[config.mk]
export PLATFORM = sky130hd
export DESIGN_NAME = plst_ctrl
export DESIGN_NICKNAME = d
export VERILOG_FILES = /design/src/rtl/core/plst_pkg.sv /design/src/rtl/core/plst_ctrl.sv
export SDC_FILE = /design/constraint.sdc
export NUM_CORES = 1
export LEC_CHECK = 0
export ABC_CLOCK_PERIOD_IN_PS = 4800
export BUFFER_PORTS_ARGS = -buffer_cell sky130_fd_sc_hd__buf_2
export CORE_UTILIZATION = 26
export DETAILED_ROUTE_END_ITERATION = 7
export GPL_ROUTABILITY_DRIVEN = 0
export HOLD_SLACK_MARGIN = 0.02
export SLEW_MARGIN = 10
export SYNTH_ARGS = -nofsm -noshare
export SYNTH_HDL_FRONTEND = slang
export SYNTH_SLANG_ARGS = --single-unit
[constraint.sdc]
create_clock -name clk -period 4.8 [get_ports clk]
set_clock_uncertainty 0.1 [all_clocks]
set_input_delay 0.72 -clock clk [delete_from_list [all_inputs] [get_ports clk]]
set_output_delay 0.72 -clock clk [all_outputs]
set_load 0.05 [all_outputs]
[src/rtl/core/plst_pkg.sv]
// ----------------------------------------------------------------------------
// plst_pkg
// Shared types and codes for the peer link state table: event kinds, link
// state codes and the input and result words.
// ----------------------------------------------------------------------------
package plst_pkg;

  // Default sizes
  localparam int LINKS_DEF     = 128;
  localparam int ADDR_BITS_DEF = 48;

  // Field widths of the channel words
  localparam int KIND_W  = 2;
  localparam int PADDR_W = 48;
  localparam int FTYPE_W = 8;
  localparam int ST_W    = 3;

  // Event kinds
  localparam logic [KIND_W-1:0] KIND_USER_CONN = 2'd0;
  localparam logic [KIND_W-1:0] KIND_USER_DISC = 2'd1;
  localparam logic [KIND_W-1:0] KIND_RPT_CONN  = 2'd2;
  localparam logic [KIND_W-1:0] KIND_RPT_DISC  = 2'd3;

  // Link state codes
  localparam logic [ST_W-1:0] ST_IDLE          = 3'd0;
  localparam logic [ST_W-1:0] ST_CONNECTING    = 3'd1;
  localparam logic [ST_W-1:0] ST_CONNECTED     = 3'd2;
  localparam logic [ST_W-1:0] ST_DISCONNECTING = 3'd3;
  localparam logic [ST_W-1:0] ST_DISCONNECTED  = 3'd4;

  // Input word
  typedef struct packed {
    logic [KIND_W-1:0]  kind;
    logic [PADDR_W-1:0] peer_addr;
    logic [FTYPE_W-1:0] frame_type;
    logic               lower_ok;
  } plst_in_t;

  // Result word
  typedef struct packed {
    logic [ST_W-1:0]    link_state;
    logic               issue_add;
    logic               issue_remove;
    logic [FTYPE_W-1:0] cmd_frame_type;
    logic               table_full;
    logic               all_clear;
  } plst_out_t;

endpackage

[src/rtl/core/plst_ctrl.sv]
// ----------------------------------------------------------------------------
// plst_ctrl
// Sequencer for the link table: clearing pass after reset, linear scan for
// the matching and the first free entry, then one read-modify-write step
// that applies the link rules and builds the result word.
// ----------------------------------------------------------------------------
module plst_ctrl
  import plst_pkg::*;
#(
  parameter int LINKS     = LINKS_DEF,
  parameter int ADDR_BITS = ADDR_BITS_DEF
) (
  input  logic                     clk,
  input  logic                     rst_n,
  // input channel
  input  logic                     in_valid,
  output logic                     in_stall,
  input  plst_in_t                 in_data,
  // result toward the output register
  output logic                     res_vld,
  output plst_out_t                res_data,
  input  logic                     res_take,
  // entry store
  output logic                     mem_wr_en,
  output logic [$clog2(LINKS)-1:0] mem_wr_idx,
  output logic [ADDR_BITS+ST_W:0]  mem_wr_data,
  output logic                     mem_rd_en,
  output logic [$clog2(LINKS)-1:0] mem_rd_idx,
  input  logic [ADDR_BITS+ST_W:0]  mem_rd_data
);

  localparam int IDXW  = $clog2(LINKS);
  localparam int CNTW  = $clog2(LINKS + 1);
  localparam int WORDW = ADDR_BITS + ST_W + 1;
  localparam logic [CNTW-1:0] SC_END  = CNTW'(LINKS);
  localparam logic [CNTW-1:0] SC_LAST = CNTW'(LINKS - 1);

  typedef enum logic [4:0] {
    S_CLEAR = 5'b00001,
    S_IDLE  = 5'b00010,
    S_SCAN  = 5'b00100,
    S_WRITE = 5'b01000,
    S_DONE  = 5'b10000
  } plst_fsm_t;

  plst_fsm_t            state_r, state_nxt;
  logic [CNTW-1:0]      sc_r, sc_nxt;
  logic                 rd_vld_r, rd_vld_nxt;
  logic [IDXW-1:0]      rd_idx_r, rd_idx_nxt;
  logic                 hit_r, hit_nxt;
  logic [IDXW-1:0]      hit_idx_r, hit_idx_nxt;
  logic [ST_W-1:0]      hit_st_r, hit_st_nxt;
  logic                 free_r, free_nxt;
  logic [IDXW-1:0]      free_idx_r, free_idx_nxt;
  plst_in_t             ev_r, ev_nxt;
  logic [ADDR_BITS-1:0] key_r, key_nxt;
  logic [CNTW-1:0]      cnt_r, cnt_nxt;
  plst_out_t            res_r, res_nxt;

  // Fields of the word coming back from the store
  logic                 ent_valid;
  logic [ADDR_BITS-1:0] ent_addr;
  logic [ST_W-1:0]      ent_st;

  // Rule decision
  logic            dec_touch;
  logic            dec_add;
  logic            dec_rem;
  logic            dec_full;
  logic [ST_W-1:0] dec_st;
  logic [ST_W-1:0] cur_st;
  logic            have_slot;
  logic            keep;
  logic [IDXW-1:0] slot;

  assign ent_valid = mem_rd_data[WORDW-1];
  assign ent_addr  = mem_rd_data[ST_W +: ADDR_BITS];
  assign ent_st    = mem_rd_data[ST_W-1:0];

  assign in_stall = (state_r != S_IDLE);
  assign res_vld  = (state_r == S_DONE);
  assign res_data = res_r;

  // Issue reads while the scan counter has entries left
  assign mem_rd_en  = (state_r == S_SCAN) && (sc_r != SC_END);
  assign mem_rd_idx = sc_r[IDXW-1:0];

  // Apply the link rules to the entry found by the scan
  always_comb begin
    cur_st    = hit_r ? hit_st_r : ST_IDLE;
    have_slot = hit_r || free_r;
    dec_touch = 1'b0;
    dec_add   = 1'b0;
    dec_rem   = 1'b0;
    dec_full  = 1'b0;
    dec_st    = ST_DISCONNECTED;
    case (ev_r.kind)
      KIND_USER_CONN: begin
        if (!have_slot) begin
          dec_full = 1'b1;
        end else begin
          dec_touch = 1'b1;
          case (cur_st) inside
            ST_IDLE, ST_DISCONNECTED: begin
              dec_add = 1'b1;
              dec_st  = ev_r.lower_ok ? ST_CONNECTING : ST_DISCONNECTED;
            end
            ST_CONNECTING, ST_CONNECTED, ST_DISCONNECTING: begin
              dec_st = cur_st;
            end
            default: begin
              dec_st = ST_IDLE;
            end
          endcase
        end
      end
      KIND_USER_DISC: begin
        if (hit_r) begin
          dec_touch = 1'b1;
          case (cur_st) inside
            ST_IDLE, ST_DISCONNECTED: begin
              dec_st = ST_DISCONNECTED;
            end
            ST_CONNECTED: begin
              dec_rem = 1'b1;
              dec_st  = ev_r.lower_ok ? ST_DISCONNECTING : ST_DISCONNECTED;
            end
            ST_CONNECTING, ST_DISCONNECTING: begin
              dec_st = cur_st;
            end
            default: begin
              dec_st = ST_IDLE;
            end
          endcase
        end
      end
      KIND_RPT_CONN: begin
        if (have_slot) begin
          dec_touch = 1'b1;
          dec_st    = ST_CONNECTED;
        end else begin
          dec_full = 1'b1;
        end
      end
      default: begin
        // report disconnected: drop a known entry
        dec_touch = hit_r;
      end
    endcase
    keep = (dec_st != ST_DISCONNECTED);
    slot = hit_r ? hit_idx_r : free_idx_r;
  end

  // Store write port: clearing pass or write-back
  always_comb begin
    mem_wr_en   = 1'b0;
    mem_wr_idx  = slot;
    mem_wr_data = {keep, key_r, dec_st};
    if (state_r == S_CLEAR) begin
      mem_wr_en   = 1'b1;
      mem_wr_idx  = sc_r[IDXW-1:0];
      mem_wr_data = '0;
    end else if (state_r == S_WRITE) begin
      mem_wr_en = dec_touch;
    end
  end

  // Next state
  always_comb begin
    state_nxt    = state_r;
    sc_nxt       = sc_r;
    rd_vld_nxt   = 1'b0;
    rd_idx_nxt   = rd_idx_r;
    hit_nxt      = hit_r;
    hit_idx_nxt  = hit_idx_r;
    hit_st_nxt   = hit_st_r;
    free_nxt     = free_r;
    free_idx_nxt = free_idx_r;
    ev_nxt       = ev_r;
    key_nxt      = key_r;
    cnt_nxt      = cnt_r;
    res_nxt      = res_r;
    unique case (state_r)
      S_CLEAR: begin
        sc_nxt = sc_r + CNTW'(1);
        if (sc_r == SC_LAST) begin
          state_nxt = S_IDLE;
        end
      end
      S_IDLE: begin
        if (in_valid) begin
          ev_nxt    = in_data;
          key_nxt   = ADDR_BITS'(in_data.peer_addr);
          sc_nxt    = '0;
          hit_nxt   = 1'b0;
          free_nxt  = 1'b0;
          state_nxt = S_SCAN;
        end
      end
      S_SCAN: begin
        // advance the read pointer
        if (mem_rd_en) begin
          sc_nxt = sc_r + CNTW'(1);
        end
        rd_vld_nxt = mem_rd_en;
        rd_idx_nxt = sc_r[IDXW-1:0];
        // note the match and the first free entry
        if (rd_vld_r) begin
          if (ent_valid && (ent_addr == key_r) && !hit_r) begin
            hit_nxt     = 1'b1;
            hit_idx_nxt = rd_idx_r;
            hit_st_nxt  = ent_st;
          end
          if (!ent_valid && !free_r) begin
            free_nxt     = 1'b1;
            free_idx_nxt = rd_idx_r;
          end
        end
        if (!mem_rd_en && !rd_vld_r) begin
          state_nxt = S_WRITE;
        end
      end
      S_WRITE: begin
        if (dec_touch && !hit_r && keep) begin
          cnt_nxt = cnt_r + CNTW'(1);
        end else if (dec_touch && hit_r && !keep) begin
          cnt_nxt = cnt_r - CNTW'(1);
        end
        res_nxt.link_state     = dec_st;
        res_nxt.issue_add      = dec_add;
        res_nxt.issue_remove   = dec_rem;
        res_nxt.cmd_frame_type = dec_add ? ev_r.frame_type : '0;
        res_nxt.table_full     = dec_full;
        res_nxt.all_clear      = (cnt_nxt == '0);
        state_nxt              = S_DONE;
      end
      S_DONE: begin
        if (res_take) begin
          state_nxt = S_IDLE;
        end
      end
      default: begin
        state_nxt = S_IDLE;
      end
    endcase
  end

  // Control registers
  always_ff @(posedge clk) begin
    if (!rst_n) begin
      state_r  <= S_CLEAR;
      sc_r     <= '0;
      rd_vld_r <= 1'b0;
      hit_r    <= 1'b0;
      free_r   <= 1'b0;
      cnt_r    <= '0;
    end else begin
      state_r  <= state_nxt;
      sc_r     <= sc_nxt;
      rd_vld_r <= rd_vld_nxt;
      hit_r    <= hit_nxt;
      free_r   <= free_nxt;
      cnt_r    <= cnt_nxt;
    end
  end

  // Payload registers
  always_ff @(posedge clk) begin
    rd_idx_r   <= rd_idx_nxt;
    hit_idx_r  <= hit_idx_nxt;
    hit_st_r   <= hit_st_nxt;
    free_idx_r <= free_idx_nxt;
    ev_r       <= ev_nxt;
    key_r      <= key_nxt;
    res_r      <= res_nxt;
  end

  // Checks
  a_cnt_bound: assert property (@(posedge clk) disable iff (!rst_n)
    cnt_r <= SC_END)
    else $error("valid entry count exceeds table size");

  a_accept_scan: assert property (@(posedge clk) disable iff (!rst_n)
    (in_valid && !in_stall) |=> (state_r == S_SCAN) && !hit_r && !free_r)
    else $error("accepted word did not start a fresh scan");

  a_no_write_in_scan: assert property (@(posedge clk) disable iff (!rst_n)
    (state_r == S_SCAN) |-> !mem_wr_en)
    else $error("store written during scan");

  a_cnt_step: assert property (@(posedge clk) disable iff (!rst_n)
    $past(rst_n) |-> (cnt_r == $past(cnt_r)) || (cnt_r == $past(cnt_r) + CNTW'(1)) ||
                     (cnt_r == $past(cnt_r) - CNTW'(1)))
    else $error("entry count moved by more than one");

  a_res_hold: assert property (@(posedge clk) disable iff (!rst_n)
    (state_r == S_DONE && !res_take) |=> (state_r == S_DONE) && $stable(res_r))
    else $error("pending result changed before it was taken");

endmodule

### Word-level counts from Yosys, hierarchy flattened

Cells that the tools add are included.

| storage, ports and cells | value |
|---|---|
| output and inout port bits | 85 |
| logic and storage cells | 126 |
| register bits after elaboration | 122 |
| bits of input ports | 115 |

| operators by class | value |
|---|---|
| add/sub/neg operators | 3 |
| eq/ne operators | 24 |
| multiplexer cells | 43 |
| reduce and logical (&&, ||, !) cells | 34 |
| bitwise logic cells | 2 |

Operator list:

| operator | count |
|---|---|
| $mux W52 | 1 |
| $eq A48 B48 Y1 | 1 |
| $mux W8 | 5 |
| $mux W3 | 11 |
| $pmux W5 S5 | 1 |
| $pmux W8 S3 | 1 |
| $mux W5 | 4 |
| $add A8 B1 Y8 const B | 2 |
| $mux W1 | 14 |
| $mux W7 | 2 |
| $reduce_and A4 Y1 | 3 |
| $ne A2 B1 Y1 const B | 5 |
| $logic_and A1 B1 Y1 | 9 |
| $pmux W3 S3 | 1 |
| $reduce_and A3 Y1 | 3 |
| $eq A8 B7 Y1 const B | 1 |
| $logic_not A8 Y1 | 1 |
| $ne A8 B8 Y1 const B | 1 |
| $sub A8 B1 Y8 const B | 1 |
| $eq A3 B2 Y1 const B | 2 |
| $logic_not A1 Y1 | 6 |
| $ne A2 B2 Y1 const B | 3 |
| $pmux W1 S2 | 3 |
| $reduce_or A2 Y1 | 3 |
| other kinds (20) | 22 |

### Longest topological paths before layout

Gate-level depths: netlist of run 1.

| depth | value |
|---|---|
| depth in word-level cells | 15 |
| gate-level depth with buffers | 8 |
| mapped depth without buffers | 8 |

### Worst setup path before layout of run 1

OpenSTA, ideal clock, no wires.

| timing path | value |
|---|---|
| path type | reg2out |
| from | register state_r[3] |
| to | output port res_vld |
| cell stages (with the launch flop) | 3 |
| data required time | 3.980 ns |
| arrival time | 2.136 ns |
| path buffers | 0 |
| slack | 1.844 ns |
| cells stage by stage | dfxtp_1 > nor2_1 > nor4bb_1 |

| between the ends | value |
|---|---|
| cells in the longest elaborated chain, start to end | 1 |

RTL lines:

| what | RTL line | RTL |
|---|---|---|
| start: declaration | plst_ctrl.sv:46 | `plst_fsm_t state_r, state_nxt;` |
| start signal: assignment | plst_ctrl.sv:258 | `state_r <= state_nxt;` |
| $eq A5 B5 Y1 | plst_ctrl.sv:81 | `assign res_vld = (state_r == S_DONE);` |
| end: declaration | plst_ctrl.sv:20 | `output logic res_vld,` |

No other way between the ends.

### Worst setup path after layout of run 1

| timing path | value |
|---|---|
| from | register hit_r |
| to | output port mem_wr_data[0] |

| between the ends | value |
|---|---|
| cells in the longest elaborated chain, start to end | 9 |
| elaborated cells on any way between the ends | 19 |
| those cells by class | 4 x eq/ne; 10 x mux; 5 x reduce/logical |

RTL lines:

| what | RTL line | RTL |
|---|---|---|
| start: declaration | plst_ctrl.sv:50 | `logic hit_r, hit_nxt;` |
| start signal: assignment | plst_ctrl.sv:261 | `hit_r <= hit_nxt;` |
| $mux W3 | plst_ctrl.sv:90 | `cur_st = hit_r ? hit_st_r : ST_IDLE;` |
| $eq A3 B1 Y1 (no line) or $eq A3 B2 Y1 (tied branches) | -- |  |
| $reduce_or A2 Y1 | plst_ctrl.sv:120 | `case (cur_st) inside` |
| $mux W3 (3 in a row) | plst_ctrl.sv:120 |  |
| $mux W3 | plst_ctrl.sv:118 | `if (hit_r) begin` |
| $pmux W3 S3 * | plst_ctrl.sv:97 | `case (ev_r.kind)` |
| via dec_st[0] | plst_ctrl.sv:70 | `logic [ST_W-1:0] dec_st;` |
| $mux W52 * | plst_ctrl.sv:159 | `if (state_r == S_CLEAR) begin` |
| end: declaration | plst_ctrl.sv:26 | `output logic [ADDR_BITS+ST_W:0] mem_wr_data,` |

Mark *: on every way through the listed nets, which the timed path passes. The rest lies on a longest branch.

==> impl_metrics.prom, run 1 <==
# TYPE chip_impl_metric gauge
chip_impl_info{name="run_status",value="finished with violations"} 1
chip_impl_info{name="violations",value="DRC"} 1
chip_impl_metric{name="grt_max_degree",unit=""} 48
chip_impl_metric{name="worst-path-buf-inv",unit=""} 2
chip_impl_info{name="crit_family",value="flip-flops"} 1
chip_impl_metric{name="sequential_cell_area",unit="um^2"} 3420
chip_impl_metric{name="dieWidth",unit="um"} 152
chip_impl_metric{name="crit_required",unit="ps"} 3980
chip_impl_info{name="synth_ff_type",value="edfxtp_1"} 1
chip_impl_metric{name="setup_repair_bufs_after_cts",unit=""} 0
chip_impl_metric{name="core.rowCount",unit=""} 54
chip_impl_metric{name="detailed_place_hpwl",unit="um"} 11500
chip_impl_metric{name="synth-edff-count",unit=""} 98
chip_impl_metric{name="timing_max_transition_violations_final",unit=""} 0
chip_impl_metric{name="synth-simple-area-share",unit="%"} 19.1
chip_impl_metric{name="critPathMaxFanout",unit=""} 18
chip_impl_info{name="clock_root_buffer",value="clkbuf_16"} 1
chip_impl_metric{name="synth-warning-count",unit=""} 0
chip_impl_metric{name="design_power_total",unit="W"} 0.00421
chip_impl_metric{name="irDropWorstVdd",unit="uV"} 340
chip_impl_metric{name="critPathMaxStageDelay",unit="ps"} 840
chip_impl_metric{name="cts-buffers-inserted",unit=""} 17
chip_impl_metric{name="htree_levels",unit=""} 4
chip_impl_info{name="setup.worst_path.end_class",value="output port"} 1
chip_impl_info{name="synth.cells.most_frequent",value="edfxtp_1, and2_1, nor2_1"} 1
chip_impl_metric{name="r2r_slack",unit="ps"} 1790
chip_impl_metric{name="initialDrtViolationCount",unit=""} 263
chip_impl_metric{name="final_wirelength",unit="um"} 15400
chip_impl_metric{name="synthDistinctLibCells",unit=""} 67
chip_impl_metric{name="normalized_max_slew_margin",unit="%"} 31.3
chip_impl_metric{name="max-clock-path-buffers",unit=""} 2
chip_impl_metric{name="start_util",unit="%"} 26.6
chip_impl_metric{name="synth_adder_area_share",unit="%"} 0.855
chip_impl_metric{name="ys_ff_latch",unit=""} 122
chip_impl_metric{name="post-synth-top-area-fraction",unit="%"} 50.3
chip_impl_metric{name="via_per_inst",unit=""} 4.45
chip_impl_info{name="path_class",value="flop to output port"} 1
chip_impl_metric{name="synth_compound_area_share",unit="%"} 8.66
chip_impl_metric{name="num_io_pins",unit=""} 200
chip_impl_metric{name="insertion_delay",unit="ps"} 410
chip_impl_metric{name="fmax",unit="GHz"} 0.286
chip_impl_metric{name="seq_area_frac_synth",unit="%"} 58.5
chip_impl_metric{name="max_cap_viol_count",unit=""} 0
chip_impl_info{name="timing.critical_path.slowest_stage_cell",value="dfxtp_1"} 1
chip_impl_info{name="unrepaired_setup_endpoints_after_global_routing",value="no"} 1
chip_impl_metric{name="final_nets",unit=""} 811
chip_impl_metric{name="synthMuxAreaShare",unit="%"} 1.54
chip_impl_info{name="synthDominantAreaCellType",value="edfxtp_1"} 1
chip_impl_metric{name="final_hold_violating_endpoints",unit=""} 0
chip_impl_metric{name="antenna_violations_before_repair",unit=""} 6
chip_impl_info{name="timing.critical_path.from_type",value="flop"} 1
chip_impl_metric{name="timing.critical_path.depth",unit=""} 5
chip_impl_info{name="timing.hold.worst.class",value="flop to flop"} 1
chip_impl_metric{name="clkSlewWorstSetupHoldPaths",unit="ps"} 60
chip_impl_metric{name="first_global_vias",unit=""} 4374
chip_impl_metric{name="die_area",unit="um^2"} 23100
chip_impl_metric{name="report.final.setup_viol",unit=""} 0
chip_impl_metric{name="pwr_density_cell",unit="nW/um^2"} 549
chip_impl_metric{name="share_of_final_layout_standard_cells_stronger_than_drive_strength_1",unit="%"} 35.8
chip_impl_metric{name="arrival",unit="ps"} 2680
chip_impl_metric{name="portBuffers",unit=""} 199
chip_impl_metric{name="die_h",unit="um"} 152
chip_impl_metric{name="finalWorstPathRequiredPeriod",unit="ps"} 3500
chip_impl_metric{name="detail_route.wl_per_cell",unit="um"} 15.6
chip_impl_metric{name="grt.total_usage",unit="%"} 13.7
chip_impl_metric{name="stdcell_area",unit="um^2"} 7660
chip_impl_metric{name="synth-async-reset-ratio",unit="%"} 0
chip_impl_metric{name="route.vias.total",unit=""} 4392
chip_impl_info{name="ys_top_cells_by_area",value="edfxtp_1, dfxtp_1, and2_1"} 1
chip_impl_metric{name="worst-r2r-cell-count",unit=""} 6
chip_impl_metric{name="dp_cells",unit=""} 953
chip_impl_metric{name="drtAntennaViolNets",unit=""} 0
chip_impl_metric{name="finish.cell_count_without_fillers",unit=""} 988
chip_impl_metric{name="layout-area-overhead-vs-synth",unit="%"} 30.9
chip_impl_metric{name="drc",unit=""} 16
chip_impl_metric{name="worstHoldPathCells",unit=""} 0
chip_impl_info{name="path_cells",value="inv_1, or3_1, o21ai_0, and2_1, buf_2"} 1
chip_impl_info{name="cts_tree",value="done"} 1
chip_impl_info{name="synthMostInstantiatedCell",value="edfxtp_1"} 1
chip_impl_metric{name="synth_nets",unit=""} 614
chip_impl_metric{name="setup_tns",unit="ps"} 0
chip_impl_metric{name="multi_input_logic_area",unit="um^2"} 2200
chip_impl_metric{name="fillers",unit=""} 2208
chip_impl_metric{name="mapped_area",unit="um^2"} 5850
chip_impl_info{name="combinational_family_with_the_most_area_after_synthesis",value="simple AND/OR/NAND/NOR gates"} 1
chip_impl_metric{name="synth_xor_xnor_area_share",unit="%"} 7.34
chip_impl_metric{name="final_min_period_over_clock_period",unit="%"} 72.9
chip_impl_metric{name="first_pass_grt_wire_length",unit="um"} 24100
chip_impl_metric{name="fp.coreArea",unit="um^2"} 22000
chip_impl_metric{name="post_cts_hold_buffer_count",unit=""} 0
chip_impl_metric{name="dpl-instance-area",unit="um^2"} 7080
chip_impl_metric{name="drt_pass1_iterations",unit=""} 6
chip_impl_metric{name="avgSynthCellArea",unit="um^2"} 11.8
chip_impl_metric{name="gr-total-overflow",unit=""} 0
chip_impl_metric{name="cts_resized",unit=""} 0
chip_impl_metric{name="p_leak",unit="nW"} 2.97
chip_impl_metric{name="max_slew.worst_pin.slew",unit="ps"} 1020
chip_impl_metric{name="synthesis.instances",unit=""} 495
chip_impl_metric{name="clock-sinks",unit=""} 122
[sequential cells by signal (all words and copies together), names as in the netlist, 5 cells and up]
signal      count
ev_r           11
state_r         5
hit_idx_r       7
free_idx_r      7
sc_r            8
rd_idx_r        7
cnt_r           8
res_data       15
key_r          48
[cells in the final DEF, fill, tap and decap left out, types with 3 or more instances in the layout]
| cell | instances |
|---|---|
| o21a_1 | 3 |
| or3_1 | 4 |
| a21oi_1 | 15 |
| xnor2_1 | 23 |
| buf_2 | 199 |
| mux2i_1 | 9 |
| edfxtp_1 | 98 |
| and2_1 | 58 |
| a2111oi_0 | 4 |
| o22ai_1 | 4 |
| nor4_1 | 11 |
| a211oi_1 | 6 |
| clkinvlp_4 | 8 |
| xor2_1 | 26 |
| ha_1 | 4 |
| nand2b_1 | 4 |
| dfxtp_1 | 24 |
| nor3_1 | 10 |
| nor3_2 | 3 |
| nor2b_1 | 7 |
| clkbuf_16 | 17 |
| nand2_1 | 20 |
| nand4_1 | 12 |
| nand3_1 | 6 |
| diode_2 | 4 |
| inv_1 | 23 |
| nor2_1 | 35 |
| o21ai_0 | 18 |
[metrics by stage]
stage / setup WS [ps] / hold WS, ps / util (%)
global placement: 1580 / 328 / 32.2
detailed placement: 1460 / 337 / 32.2
CTS: 1260 / 344 / 34.8
floorplan: 1840 / 321 / -
global route: 1020 / 352 / 34.9
finish: 1300 / 346 / 34.9
[where the power goes]
part	total, W	switching (W)	leakage [nW]	internal (W)
Sequential	0.00126	0.0000511	1.10	0.00121
Combinational	0.00171	0.00133	1.62	0.000380
Clock	0.00124	0.000479	0.254	0.000761
[final timing paths]
check | from | end
worst min register to register | rd_idx_r[2] | free_idx_r[2]
worst min-delay path | rd_idx_r[2] | free_idx_r[2]
worst max register to register | state_r[3] | hit_st_r[2]
worst max-delay path | hit_r | mem_wr_data[0]
[metal layers]
metal | track usage, % | part of all wire, % | up-vias
met3 | 4.39 | 5.7 | 23
li1 | - | - | 2183
met2 | 23.0 | 50 | 131
met4 | 5.93 | 2.2 | 0
met5 | 0 | 0 | -
met1 | 16.0 | 43 | 2055
[logic make-up (layout without fill, tap and decap cells)]
kind of cell               after synthesis  after routing
buffers and inverters                   48            257
other                                    0              4
xor gates and xnor gates                49             49
AOI/OAI and AO/OA                       73             73
muxes                                    9              9
DFF                                    122            122
and+or+nand+nor                        190            190
adders and majority gates                4              4
[layout make-up]
type                    count  area share [%]
flip-flops and latches    122            44.7
multi-input cells         325            28.7
repair buffers            201            13.2
clock buffers              17            5.55
well taps                 280            4.57
clock inverters            14            1.96
inverters                  25            1.22
diodes                      4           0.131
Note: power is estimated with default switching activity, not from simulation.
==> inputs of run 2 (changes only) <==
- ABC_CLOCK_PERIOD_IN_PS: 4800 -> 3300
- clock period: 4.8 -> 3.3 ns (I/O delays scaled with it)
==> impl_metrics.prom, run 2 (same netlist as run 1, synthesis figures left out) <==
# TYPE chip_impl_metric gauge
chip_impl_info{name="setup.worst_path.end_class",value="output port"} 1
chip_impl_metric{name="timing_max_transition_violations_final",unit=""} 0
chip_impl_metric{name="first_pass_grt_wire_length",unit="um"} 23900
chip_impl_metric{name="drt_pass1_iterations",unit=""} 6
chip_impl_metric{name="portBuffers",unit=""} 199
chip_impl_info{name="regMostFlops",value="key_r"} 1
chip_impl_metric{name="initialDrtViolationCount",unit=""} 209
chip_impl_metric{name="crit_required",unit="ps"} 2700
chip_impl_metric{name="detail_route.wl_per_cell",unit="um"} 15.6
chip_impl_metric{name="dpl-instance-area",unit="um^2"} 7130
chip_impl_metric{name="die_h",unit="um"} 152
chip_impl_metric{name="gr-total-overflow",unit=""} 0
chip_impl_metric{name="flip_flop_count_of_the_largest_register_after_layout",unit=""} 48
chip_impl_metric{name="antenna_violations_before_repair",unit=""} 5
chip_impl_info{name="cts_tree",value="done"} 1
chip_impl_metric{name="fmax",unit="GHz"} 0.337
chip_impl_metric{name="share_of_final_layout_standard_cells_stronger_than_drive_strength_1",unit="%"} 36.3
chip_impl_metric{name="num_io_pins",unit=""} 200
chip_impl_metric{name="final_min_period_over_clock_period",unit="%"} 89.9
chip_impl_info{name="clock_root_buffer",value="clkbuf_16"} 1
chip_impl_metric{name="start_util",unit="%"} 26.6
chip_impl_metric{name="final_nets",unit=""} 817
chip_impl_metric{name="drc",unit=""} 16
chip_impl_metric{name="pre_cts_slack",unit="ps"} 724
chip_impl_metric{name="post_cts_hold_buffer_count",unit=""} 0
chip_impl_metric{name="fillers",unit=""} 2195
chip_impl_metric{name="clkSlewWorstSetupHoldPaths",unit="ps"} 60
chip_impl_info{name="timing.hold.worst.class",value="primary input to flop"} 1
chip_impl_info{name="path_class",value="flop to output port"} 1
chip_impl_metric{name="max-clock-path-buffers",unit=""} 2
chip_impl_info{name="highest_count_cells_in_the_layout_ignoring_fill_and_taps",value="buf_2, edfxtp_1, and2_1, nor2_1, xor2_1"} 1
chip_impl_info{name="run_status",value="finished with violations"} 1
chip_impl_metric{name="max_slew.worst_pin.slew",unit="ps"} 778
chip_impl_metric{name="setup_slack",unit="ps"} 335
chip_impl_metric{name="htree_levels",unit=""} 4
chip_impl_metric{name="insertion_delay",unit="ps"} 420
chip_impl_metric{name="fp.coreArea",unit="um^2"} 22000
chip_impl_info{name="final_common_cell",value="buf_2"} 1
chip_impl_metric{name="critPathMaxFanout",unit=""} 10
chip_impl_metric{name="first_global_vias",unit=""} 4514
chip_impl_info{name="timing.critical_path.from_type",value="flop"} 1
chip_impl_metric{name="setup_repair_bufs_after_cts",unit=""} 0
chip_impl_metric{name="irDropWorstVdd",unit="uV"} 434
chip_impl_metric{name="dp_cells",unit=""} 959
chip_impl_metric{name="dieWidth",unit="um"} 152
chip_impl_metric{name="report.final.setup_viol",unit=""} 0
chip_impl_metric{name="grt_max_degree",unit=""} 48
chip_impl_metric{name="setup_tns",unit="ps"} 0
chip_impl_metric{name="multi_input_logic_area",unit="um^2"} 2200
chip_impl_metric{name="cts_resized",unit=""} 0
chip_impl_metric{name="arrival",unit="ps"} 2370
chip_impl_metric{name="die_area",unit="um^2"} 23100
chip_impl_metric{name="route.vias.total",unit=""} 4416
chip_impl_info{name="unrepaired_setup_endpoints_after_global_routing",value="no"} 1
chip_impl_metric{name="stdcell_area",unit="um^2"} 7720
chip_impl_metric{name="normalized_max_slew_margin",unit="%"} 48.1
chip_impl_metric{name="grt.total_usage",unit="%"} 13.7
chip_impl_metric{name="layout-area-overhead-vs-synth",unit="%"} 32.0
chip_impl_info{name="violations",value="DRC"} 1
chip_impl_metric{name="final_hold_violating_endpoints",unit=""} 0
chip_impl_metric{name="sequential_cell_area",unit="um^2"} 3420
chip_impl_metric{name="pwr_density_cell",unit="nW/um^2"} 798
chip_impl_metric{name="detailed_place_hpwl",unit="um"} 11600
chip_impl_metric{name="via_per_inst",unit=""} 4.44
chip_impl_metric{name="finalWorstPathRequiredPeriod",unit="ps"} 2970
chip_impl_metric{name="drtAntennaViolNets",unit=""} 0
chip_impl_metric{name="cts-buffers-inserted",unit=""} 17
chip_impl_metric{name="hold-worst-slack",unit="ps"} 150
chip_impl_metric{name="finish.cell_count_without_fillers",unit=""} 995
chip_impl_metric{name="r2r_slack",unit="ps"} 840
chip_impl_metric{name="clock-sinks",unit=""} 122
chip_impl_metric{name="core.rowCount",unit=""} 54
chip_impl_metric{name="final_wirelength",unit="um"} 15500
chip_impl_metric{name="p_leak",unit="nW"} 3.01
chip_impl_metric{name="max_cap_viol_count",unit=""} 0
## run 2: cell types whose count changed in the layout (fill, tap and decap cells not counted)
cell / change
buf_12: +1
clkinvlp_4: -2
buf_4: +5
clkinv_2: +1
clkbuf_1: +1
clkinv_4: +1
## run 2: final cells by class
cell class / instances / area share [%]
flip-flops and latches: 122 / 44.3
multi-input cells: 325 / 28.5
repair buffers: 207 / 13.8
clock buffers: 18 / 5.56
well taps: 280 / 4.54
clock inverters: 14 / 1.93
inverters: 25 / 1.22
diodes: 4 / 0.130
## run 2: path summary, 6_finish.rpt
check / from / end / cells past startpoint
setup / recovery: hit_st_r[1] / mem_wr_data[0] / 6
hold / removal: in_data[18] / key_r[9] / 1
setup reg to reg: state_r[3] / hit_idx_r[3] / 7
hold reg to reg: rd_idx_r[5] / hit_idx_r[5] / 0
## run 2: worst max-delay path: stages (launching register included)
cell	delay (ps)
edfxtp_1	440
o21ai_0	380
nor3b_2	540
nand2_1	90
o21ai_0	110
and2_1	150
buf_2	260
## run 2: stage by stage
step / utilization [%] / total power, W
finish: 35.2 / 0.00616
global route: 35.2 / 0.00641
CTS: 35.1 / 0.00624
detailed placement: 32.5 / 0.00439
global placement: 32.5 / 0.00439
floorplan: - / 0.00374
## run 2: where the power goes
| group | switching [W] | total [W] | leakage, nW | internal (W) |
|---|---|---|---|---|
| combinational | 0.00193 | 0.00250 | 1.66 | 0.000568 |
| clock | 0.000711 | 0.00182 | 0.263 | 0.00111 |
| sequential | 0.0000719 | 0.00183 | 1.10 | 0.00176 |
## run 2: routing by layer
metal	wire length (um)	global-route usage [%]	up-vias
li1	-	-	2201
met1	6400	15.2	2035
met2	7650	22.8	148
met3	949	4.51	32
met4	475	7.97	0
met5	0	0	-
